==> src/design/chacha20_poly1305_aead_macros.svh <==
// Assertion macros shared by the design files.
`ifndef CHACHA20_POLY1305_AEAD_MACROS_SVH
`define CHACHA20_POLY1305_AEAD_MACROS_SVH

`ifndef SYNTHESIS
`define CPA_ASSERT_IMP(label, ante, cons, msg) \
    label: assert property (@(posedge clk) disable iff (!rst_n) (ante) |-> (cons)) \
        else $error(msg);
`define CPA_ASSERT_NEXT(label, ante, cons, msg) \
    label: assert property (@(posedge clk) disable iff (!rst_n) (ante) |=> (cons)) \
        else $error(msg);
`else
`define CPA_ASSERT_IMP(label, ante, cons, msg)
`define CPA_ASSERT_NEXT(label, ante, cons, msg)
`endif

`endif

==> src/design/cpa_pkg.sv <==
package cpa_pkg;

    localparam int DOUBLE_ROUNDS = 10;
    localparam int GEN_STEPS     = 4 * DOUBLE_ROUNDS;
    localparam int GEN_CNT_W     = $clog2(GEN_STEPS);

    localparam logic [31:0] SIGMA0 = 32'h61707865;
    localparam logic [31:0] SIGMA1 = 32'h3320646e;
    localparam logic [31:0] SIGMA2 = 32'h79622d32;
    localparam logic [31:0] SIGMA3 = 32'h6b206574;

    localparam logic [127:0] R_CLAMP = 128'h0ffffffc0ffffffc0ffffffc0fffffff;
    localparam logic [129:0] POLY_P  = {2'b11, {124{1'b1}}, 4'b1011};

    localparam logic [2:0] REG_KEY0   = 3'd0;
    localparam logic [2:0] REG_KEY1   = 3'd1;
    localparam logic [2:0] REG_KEY2   = 3'd2;
    localparam logic [2:0] REG_KEY3   = 3'd3;
    localparam logic [2:0] REG_NONCEL = 3'd4;
    localparam logic [2:0] REG_NONCEH = 3'd5;
    localparam logic [2:0] REG_DIR    = 3'd6;

    typedef enum logic [1:0] {
        IK_AAD  = 2'd0,
        IK_TEXT = 2'd1,
        IK_TAG  = 2'd2,
        IK_FIN  = 2'd3
    } item_kind_t;

    typedef enum logic [1:0] {
        EM_TEXT = 2'd0,
        EM_TAG  = 2'd1,
        EM_STAT = 2'd2,
        EM_REJ  = 2'd3
    } emit_kind_t;

    typedef enum logic [1:0] {
        PH_IDLE = 2'd0,
        PH_AAD  = 2'd1,
        PH_TEXT = 2'd2,
        PH_TAG  = 2'd3
    } phase_t;

    typedef struct packed {
        logic [63:0] key_word0;
        logic [63:0] key_word1;
        logic [63:0] key_word2;
        logic [63:0] key_word3;
        logic [63:0] nonce_low;
        logic [31:0] nonce_high;
        logic        direction;
    } cpa_cfg_t;

    typedef struct packed {
        logic             accept;
        logic             start;
        logic             gen_load;
        logic             gen_step;
        logic             gen_half;
        logic             gen_diag;
        logic             gen_done;
        logic             gen_blk0;
        logic             mac_aad;
        logic             text_step;
        logic             tag_store;
        logic             mul_start;
        logic             mul_len;
        logic             mul_step;
        logic             mul_last;
        logic [3:0]       mul_digit;
        logic             fin_fold;
        logic             fin_sub;
        logic             fin_pad;
        logic             emit;
        emit_kind_t       emit_kind;
        logic [3:0]       emit_idx;
        logic             emit_last;
    } cpa_cmd_t;

    typedef struct packed {
        logic fill_zero;
        logic fill_15;
        logic pos_zero;
        logic tcnt_full;
        logic out_free;
    } cpa_stat_t;

    function automatic logic [127:0] qhalf(input logic [31:0] a, input logic [31:0] b,
                                           input logic [31:0] c, input logic [31:0] d,
                                           input logic second);
        logic [31:0] a1;
        logic [31:0] b1;
        logic [31:0] c1;
        logic [31:0] d1;
        logic [31:0] dx;
        logic [31:0] bx;
        a1 = a + b;
        dx = d ^ a1;
        d1 = second ? {dx[23:0], dx[31:24]} : {dx[15:0], dx[31:16]};
        c1 = c + d1;
        bx = b ^ c1;
        b1 = second ? {bx[24:0], bx[31:25]} : {bx[19:0], bx[31:20]};
        return {a1, b1, c1, d1};
    endfunction

endpackage

==> src/design/cpa_ctrl.sv <==
`include "chacha20_poly1305_aead_macros.svh"

module cpa_ctrl
    import cpa_pkg::*;
(
    input  logic       clk,
    input  logic       rst_n,
    input  logic       s_tvalid,
    input  logic [1:0] s_tuser,
    input  logic       direction,
    input  cpa_stat_t  stat,
    output logic       s_tready,
    output cpa_cmd_t   cmd
);

    typedef enum logic [12:0] {
        S_IDLE  = 13'b0000000000001,
        S_CHECK = 13'b0000000000010,
        S_GLOAD = 13'b0000000000100,
        S_GEN   = 13'b0000000001000,
        S_GEND  = 13'b0000000010000,
        S_DO    = 13'b0000000100000,
        S_TEXT  = 13'b0000001000000,
        S_TEXT2 = 13'b0000010000000,
        S_MUL   = 13'b0000100000000,
        S_FIN1  = 13'b0001000000000,
        S_FIN2  = 13'b0010000000000,
        S_FIN3  = 13'b0100000000000,
        S_EMIT  = 13'b1000000000000
    } state_t;

    state_t                 state_reg, state_next;
    state_t                 gen_ret_reg, gen_ret_next;
    state_t                 mul_ret_reg, mul_ret_next;
    phase_t                 phase_reg, phase_next;
    item_kind_t             kind_reg, kind_next;
    emit_kind_t             ek_reg, ek_next;
    logic [GEN_CNT_W-1:0]   gen_cnt_reg, gen_cnt_next;
    logic [3:0]             mul_cnt_reg, mul_cnt_next;
    logic [3:0]             idx_reg, idx_next;
    logic                   blk0_reg, blk0_next;
    logic                   ok;

    assign s_tready = (state_reg == S_IDLE);

    always_comb
    begin
        unique case (kind_reg)
            IK_AAD:  ok = (phase_reg == PH_IDLE) || (phase_reg == PH_AAD);
            IK_TEXT: ok = (phase_reg != PH_TAG);
            IK_TAG:  ok = direction && !stat.tcnt_full;
            IK_FIN:  ok = 1'b1;
            default: ok = 1'b1;
        endcase
    end

    always_comb
    begin
        state_next   = state_reg;
        gen_ret_next = gen_ret_reg;
        mul_ret_next = mul_ret_reg;
        phase_next   = phase_reg;
        kind_next    = kind_reg;
        ek_next      = ek_reg;
        gen_cnt_next = gen_cnt_reg;
        mul_cnt_next = mul_cnt_reg;
        idx_next     = idx_reg;
        blk0_next    = blk0_reg;
        cmd          = '0;
        cmd.accept    = s_tvalid && (state_reg == S_IDLE);
        cmd.gen_half  = gen_cnt_reg[0];
        cmd.gen_diag  = gen_cnt_reg[1];
        cmd.gen_blk0  = blk0_reg;
        cmd.mul_digit = mul_cnt_reg;
        cmd.emit_kind = ek_reg;
        cmd.emit_idx  = idx_reg;
        unique case (state_reg)
            S_IDLE:
            begin
                if (s_tvalid)
                begin
                    kind_next  = item_kind_t'(s_tuser);
                    state_next = S_CHECK;
                end
            end
            S_CHECK:
            begin
                if (!ok)
                begin
                    ek_next    = EM_REJ;
                    state_next = S_EMIT;
                end
                else if (phase_reg == PH_IDLE)
                begin
                    cmd.start    = 1'b1;
                    blk0_next    = 1'b1;
                    gen_ret_next = S_DO;
                    phase_next   = PH_AAD;
                    state_next   = S_GLOAD;
                end
                else
                begin
                    state_next = S_DO;
                end
            end
            S_GLOAD:
            begin
                cmd.gen_load = 1'b1;
                gen_cnt_next = '0;
                state_next   = S_GEN;
            end
            S_GEN:
            begin
                cmd.gen_step = 1'b1;
                gen_cnt_next = gen_cnt_reg + 1'b1;
                if (gen_cnt_reg == GEN_CNT_W'(GEN_STEPS - 1))
                begin
                    state_next = S_GEND;
                end
            end
            S_GEND:
            begin
                cmd.gen_done = 1'b1;
                if (blk0_reg)
                begin
                    blk0_next  = 1'b0;
                    state_next = S_GLOAD;
                end
                else
                begin
                    state_next = gen_ret_reg;
                end
            end
            S_DO:
            begin
                unique case (kind_reg)
                    IK_AAD:
                    begin
                        cmd.mac_aad = 1'b1;
                        if (stat.fill_15)
                        begin
                            cmd.mul_start = 1'b1;
                            mul_ret_next  = S_IDLE;
                            state_next    = S_MUL;
                        end
                        else
                        begin
                            state_next = S_IDLE;
                        end
                    end
                    IK_TEXT:
                    begin
                        phase_next = PH_TEXT;
                        if ((phase_reg == PH_AAD) && !stat.fill_zero)
                        begin
                            cmd.mul_start = 1'b1;
                            mul_ret_next  = S_TEXT;
                            state_next    = S_MUL;
                        end
                        else
                        begin
                            state_next = S_TEXT;
                        end
                    end
                    IK_TAG:
                    begin
                        phase_next = PH_TAG;
                        if ((phase_reg != PH_TAG) && !stat.fill_zero)
                        begin
                            cmd.mul_start = 1'b1;
                            mul_ret_next  = S_DO;
                            state_next    = S_MUL;
                        end
                        else
                        begin
                            cmd.tag_store = 1'b1;
                            state_next    = S_IDLE;
                        end
                    end
                    IK_FIN:
                    begin
                        cmd.mul_start = 1'b1;
                        state_next    = S_MUL;
                        if (!stat.fill_zero)
                        begin
                            mul_ret_next = S_DO;
                        end
                        else
                        begin
                            cmd.mul_len  = 1'b1;
                            mul_ret_next = S_FIN1;
                        end
                    end
                    default:
                    begin
                        state_next = S_IDLE;
                    end
                endcase
            end
            S_TEXT:
            begin
                cmd.text_step = 1'b1;
                ek_next       = EM_TEXT;
                if (stat.fill_15)
                begin
                    cmd.mul_start = 1'b1;
                    mul_ret_next  = S_TEXT2;
                    state_next    = S_MUL;
                end
                else
                begin
                    state_next = S_TEXT2;
                end
            end
            S_TEXT2:
            begin
                if (stat.pos_zero)
                begin
                    gen_ret_next = S_EMIT;
                    state_next   = S_GLOAD;
                end
                else
                begin
                    state_next = S_EMIT;
                end
            end
            S_MUL:
            begin
                cmd.mul_step = 1'b1;
                cmd.mul_last = (mul_cnt_reg == 4'd15);
                mul_cnt_next = mul_cnt_reg + 1'b1;
                if (mul_cnt_reg == 4'd15)
                begin
                    state_next = mul_ret_reg;
                end
            end
            S_FIN1:
            begin
                cmd.fin_fold = 1'b1;
                state_next   = S_FIN2;
            end
            S_FIN2:
            begin
                cmd.fin_sub = 1'b1;
                state_next  = S_FIN3;
            end
            S_FIN3:
            begin
                cmd.fin_pad = 1'b1;
                phase_next  = PH_IDLE;
                ek_next     = direction ? EM_STAT : EM_TAG;
                idx_next    = '0;
                state_next  = S_EMIT;
            end
            S_EMIT:
            begin
                cmd.emit_last = (ek_reg != EM_TAG) || (idx_reg == 4'd15);
                if (stat.out_free)
                begin
                    cmd.emit = 1'b1;
                    if ((ek_reg == EM_TAG) && (idx_reg != 4'd15))
                    begin
                        idx_next = idx_reg + 1'b1;
                    end
                    else
                    begin
                        state_next = S_IDLE;
                    end
                end
            end
            default:
            begin
                state_next = S_IDLE;
            end
        endcase
        if (cmd.mul_start)
        begin
            mul_cnt_next = '0;
        end
    end

    always_ff @(posedge clk or negedge rst_n)
    begin
        if (!rst_n)
        begin
            state_reg   <= S_IDLE;
            gen_ret_reg <= S_IDLE;
            mul_ret_reg <= S_IDLE;
            phase_reg   <= PH_IDLE;
            kind_reg    <= IK_AAD;
            ek_reg      <= EM_TEXT;
            gen_cnt_reg <= '0;
            mul_cnt_reg <= '0;
            idx_reg     <= '0;
            blk0_reg    <= 1'b0;
        end
        else
        begin
            state_reg   <= state_next;
            gen_ret_reg <= gen_ret_next;
            mul_ret_reg <= mul_ret_next;
            phase_reg   <= phase_next;
            kind_reg    <= kind_next;
            ek_reg      <= ek_next;
            gen_cnt_reg <= gen_cnt_next;
            mul_cnt_reg <= mul_cnt_next;
            idx_reg     <= idx_next;
            blk0_reg    <= blk0_next;
        end
    end

    `CPA_ASSERT_NEXT(a_accept_check, s_tvalid && s_tready, state_reg == S_CHECK, "accepted word not checked")
    `CPA_ASSERT_NEXT(a_mul_enter, cmd.mul_start, state_reg == S_MUL, "multiply did not start")
    `CPA_ASSERT_IMP(a_tag_phase, (state_reg == S_EMIT) && (ek_reg == EM_TAG), phase_reg == PH_IDLE, "tag out while message open")

endmodule

==> config.mk <==
export PLATFORM = sky130hd
export DESIGN_NAME = cpa_ctrl
export DESIGN_NICKNAME = d
export VERILOG_FILES = /design/src/design/cpa_pkg.sv /design/src/design/cpa_ctrl.sv
export VERILOG_INCLUDE_DIRS = /design/src /design/src/design
export SDC_FILE = /design/constraint.sdc
export NUM_CORES = 1
export LEC_CHECK = 0
export ABC_AREA = 1
export BUFFER_PORTS_ARGS = -buffer_cell sky130_fd_sc_hd__buf_2
export CORE_MARGIN = 5
export CORE_UTILIZATION = 58
export CTS_CLUSTER_DIAMETER = 200
export DETAILED_ROUTE_END_ITERATION = 12
export GPL_ROUTABILITY_DRIVEN = 0
export GPL_TIMING_DRIVEN = 0
export HOLD_SLACK_MARGIN = 0.12
export PLACE_DENSITY = 0.81
export SLEW_MARGIN = 25
export SYNTH_ARGS = -nofsm -noshare
export SYNTH_HDL_FRONTEND = slang
export SYNTH_SLANG_ARGS = --single-unit
==> constraint.sdc <==
create_clock -name clk -period 4.7 [get_ports clk]
set_input_delay 0.94 -clock clk [delete_from_list [all_inputs] [get_ports clk]]
set_output_delay 0.94 -clock clk [all_outputs]
set_load 0.01 [all_outputs]
==> results.txt <==
For this run, the post-layout net count is 418. In this run the count of I/O pins placed on the die edge is 42. The total overflow left after global routing is 0. The vertical die dimension works out to 78.3 um.

For flop-to-flop paths, the worst setup slack is 3020 ps. The first detailed-routing pass took 5 iterations. The final worst-path cycle share is 61.2%, and the insertion delay of the later-clocked pin in the worst-skew pair is 290 ps. Global routing consumed, on the met1 layer, 26.5% of the routing resources. In this run the worst setup path terminates at cmd[18].

The placeable core region came out at 0.00444 mm^2. Hold timing on the final database bottoms out at a slack of 461 ps. The count of different cell masters after synthesis was 38. The tools report the power consumption as 1.25 mW.

Summed over all nets, the half-perimeter wirelength after detailed placement is 4550 um. Dividing the detail-routed wire length by the instance count gives 12.9 um. The register bit count reported by yosys was 42; the number of DRC violations after detailed-routing iteration 0 was 110.

The tools report the buffer type at the clock tree root as sky130_fd_sc_hd__clkbuf_8. For the pin with the worst max-slew slack, the measured transition is 532 ps. STA puts the critical path data required time at 3760 ps. Measured in cells, the most critical reg-to-reg path has a length of 9.

The run gives 0 as the count of warnings emitted by yosys. Global routing usage on met3: 5.38%. The tools report the source of the worst register-to-register timing path as state_reg[1]. For the peak supply drop, the log shows 253 uV.

In the layout the commonest cells are sky130_fd_sc_hd__nand2_1, sky130_fd_sc_hd__nor2_1, sky130_fd_sc_hd__inv_1, sky130_fd_sc_hd__buf_2, sky130_fd_sc_hd__dfrtp_1. The total standard cell area after synthesis came out at 0.00271 mm^2. The number of sinks driven by the clock tree was 42.

The setup path with the least slack is of type input pin to primary output. The final total negative setup slack was 0 ps. In the synthesized netlist the dominant register cell turns out to be sky130_fd_sc_hd__dfrtp_1.

The clock transition at the registers of the reported paths came out at 80 ps. The flow ran to the end, and the final reports show no timing, DRC or antenna violations. The floorplan has 24 rows.

Setup repair after global routing left no endpoint under its margin. The final max-slew violation count was 0; the cell area power density was 403 mW/mm^2. Clock skew on the completed layout was measured at 3.92 ps. The register with the most flip-flops in the layout has 13 of them. The fmax was 348 MHz; the growth of design area from synthesis to finish was 14.1%. Post-CTS repair changed the size of 0 cells. The logs give 1830 ps for the final worst slack and 0 for the initial antenna violation count.

For the buffers inserted during post-CTS setup optimization, the log shows 0. Critical-path maximum fanout: 5. STA classifies the critical path startpoint as an input pin.

For this design the static power due to leakage is 1.73 nW. The run gives 0 as the antenna diode count. The final-report hold violation count came out at 0. The min-delay analysis places its worst path in the category register to register. The total global routing track utilization was 21.3%. Setup violations remaining at the end of the flow were counted as 0. Across all layers, the routed design uses 2387 vias. The clock period minus worst slack was 2870 ps; the fraction of the yosys area taken by sequential cells was 39.0%.

In the final layout, the share of cells above drive strength 1 is 25.7%. The count of flip-flops with a built-in enable after synthesis was 0; the data arrival time of the worst path was 1930 ps. In this run the tightest slew margin relative to its limit is 64.5%.

At the end of the flow the core is filled with cells to 69.5%. Commonest non-fill, non-tap cell in the layout: sky130_fd_sc_hd__nand2_1. Entering global routing, the biggest net connects 43 pins. The detail route stage leaves a number of antenna-violating nets equal to 0. The mean area per synthesized cell was 7.61 um^2; the H-tree depth was 2.

TritonCTS built the clock tree. Port buffering added 41 buffers. The maximum buffer depth of the clock tree is 2. The first global-routing pass estimated 10400 um of wire. The worst register-to-register path ends at state_reg[12]. The met2 track demand over resource in global routing was 36.4%. Synthesis produced a netlist with a net count of 370.

The run gives 376 as the filler cell count. The pre-CTS setup slack came out at 1830 ps. After synthesis, the share of flip-flops with an asynchronous set or reset is 100%. STA classifies the critical path endpoint as a primary output. The number of max-cap violations was 0. The clock buffer count from CTS was 5; the starting density of the core was 60.9%. The tools report the final wirelength as 5890 um. The instance count of the mapped netlist is 356. The post-detailed-route via-to-cell ratio is 5.22, and the number of hold buffers added after cts is 0. The tools report the area of the die as 0.00613 mm^2. The die is 78.3 um wide. For this run, design rule violations remaining after detail routing come to 0. The number of global-route vias before repair was 2378. Tracing the worst setup path back leads to its startpoint at stat[4]. In this run the most used layer during global routing was met2.
power breakdown:
group	total [mW]	internal (mW)	leakage [nW]	switching [mW]
clock network	0.269	0.148	0.0575	0.120
registers	0.483	0.430	0.551	0.0532
logic	0.494	0.163	1.12	0.331
total	1.25	0.742	1.73	0.504
area by class of cell:
| type | count | area [um^2] | area share [%] |
|---|---|---|---|
| multi-input cells | 258 | 1430 | 46.1 |
| flip-flops and latches | 42 | 1050 | 34.1 |
| repair buffers | 41 | 208 | 6.72 |
| inverters | 52 | 198 | 6.40 |
| clock buffers | 8 | 110 | 3.56 |
| well taps | 52 | 65.1 | 2.11 |
| plain buffers | 4 | 30.0 | 0.972 |
cells by family (layout without fill, tap and decap cells):
family | after synthesis | count (layout) | synth area share (%)
and+or+nand+nor | 213 | 213 | 40.7
AOI/OAI and AO/OA | 35 | 35 | 8.27
adders and majority gates | 3 | 3 | 1.39
DFF | 42 | 42 | 39.0
buffers and inverters | 56 | 105 | 8.41
xor gates and xnor gates | 7 | 7 | 2.26
layer usage:
layer,vias up,part of all wire (%)
li1,1227,-
met1,1097,43
met2,55,49
met3,8,6.2
met4,0,1.2
met5,-,0
synth_stat cells (2+ instances only):
cell type,count,share of area (%)
sky130_fd_sc_hd__nor2_8,3,2.2
sky130_fd_sc_hd__nand3_2,3,1.1
sky130_fd_sc_hd__or2_2,2,0.46
sky130_fd_sc_hd__nand2_2,9,2.1
sky130_fd_sc_hd__nand3b_1,2,0.55
sky130_fd_sc_hd__nor2_4,4,1.7
sky130_fd_sc_hd__nand2_4,6,2.5
sky130_fd_sc_hd__o22ai_1,4,0.92
sky130_fd_sc_hd__nor3_2,2,0.74
sky130_fd_sc_hd__nand2_1,84,12
sky130_fd_sc_hd__a21oi_1,7,1.3
sky130_fd_sc_hd__nand4_1,6,1.4
sky130_fd_sc_hd__inv_1,44,6.1
sky130_fd_sc_hd__nor3_1,4,0.74
sky130_fd_sc_hd__nor2_1,48,6.7
sky130_fd_sc_hd__buf_4,4,1.1
sky130_fd_sc_hd__o21ai_1,6,1.1
sky130_fd_sc_hd__dfrtp_1,39,36
sky130_fd_sc_hd__dfstp_2,3,2.9
sky130_fd_sc_hd__a21boi_0,2,0.55
sky130_fd_sc_hd__o211ai_1,2,0.55
sky130_fd_sc_hd__ha_1,3,1.4
sky130_fd_sc_hd__xor2_1,7,2.3
sky130_fd_sc_hd__nor2_2,6,1.4
sky130_fd_sc_hd__nand3_1,29,5.4
sky130_fd_sc_hd__o21ai_0,9,1.7
sky130_fd_sc_hd__inv_2,7,0.97
stage by stage:
step           instances  cell area, um^2
3_5_place_dp         449             2980
5_1_grt              457             3090
2_1_floorplan        356             2710
3_3_place_gp         449             2980
6_report             457             3090
4_1_cts              457             3090
worst max-delay path, stage by stage:
cell and delay (ps):
sky130_fd_sc_hd__buf_2 120, sky130_fd_sc_hd__nor2_1 90, sky130_fd_sc_hd__nand2_1 70, sky130_fd_sc_hd__nand2_1 130, sky130_fd_sc_hd__nand3_1 170, sky130_fd_sc_hd__o22ai_4 230
sky130_fd_sc_hd__buf_2 190
worst min-delay path by stage:
stage	start	endpoint	slack, ps	cells past startpoint
floorplan	gen_ret_reg[0]	gen_ret_reg[0]	440	2
global placement	gen_ret_reg[0]	gen_ret_reg[0]	450	2
detailed placement	gen_ret_reg[0]	gen_ret_reg[0]	450	2
CTS	gen_ret_reg[0]	gen_ret_reg[0]	460	2
global route	gen_ret_reg[0]	gen_ret_reg[0]	480	2
finish	gen_ret_reg[0]	gen_ret_reg[0]	460	2
No activity file was read; power rests on OpenSTA's default activity.
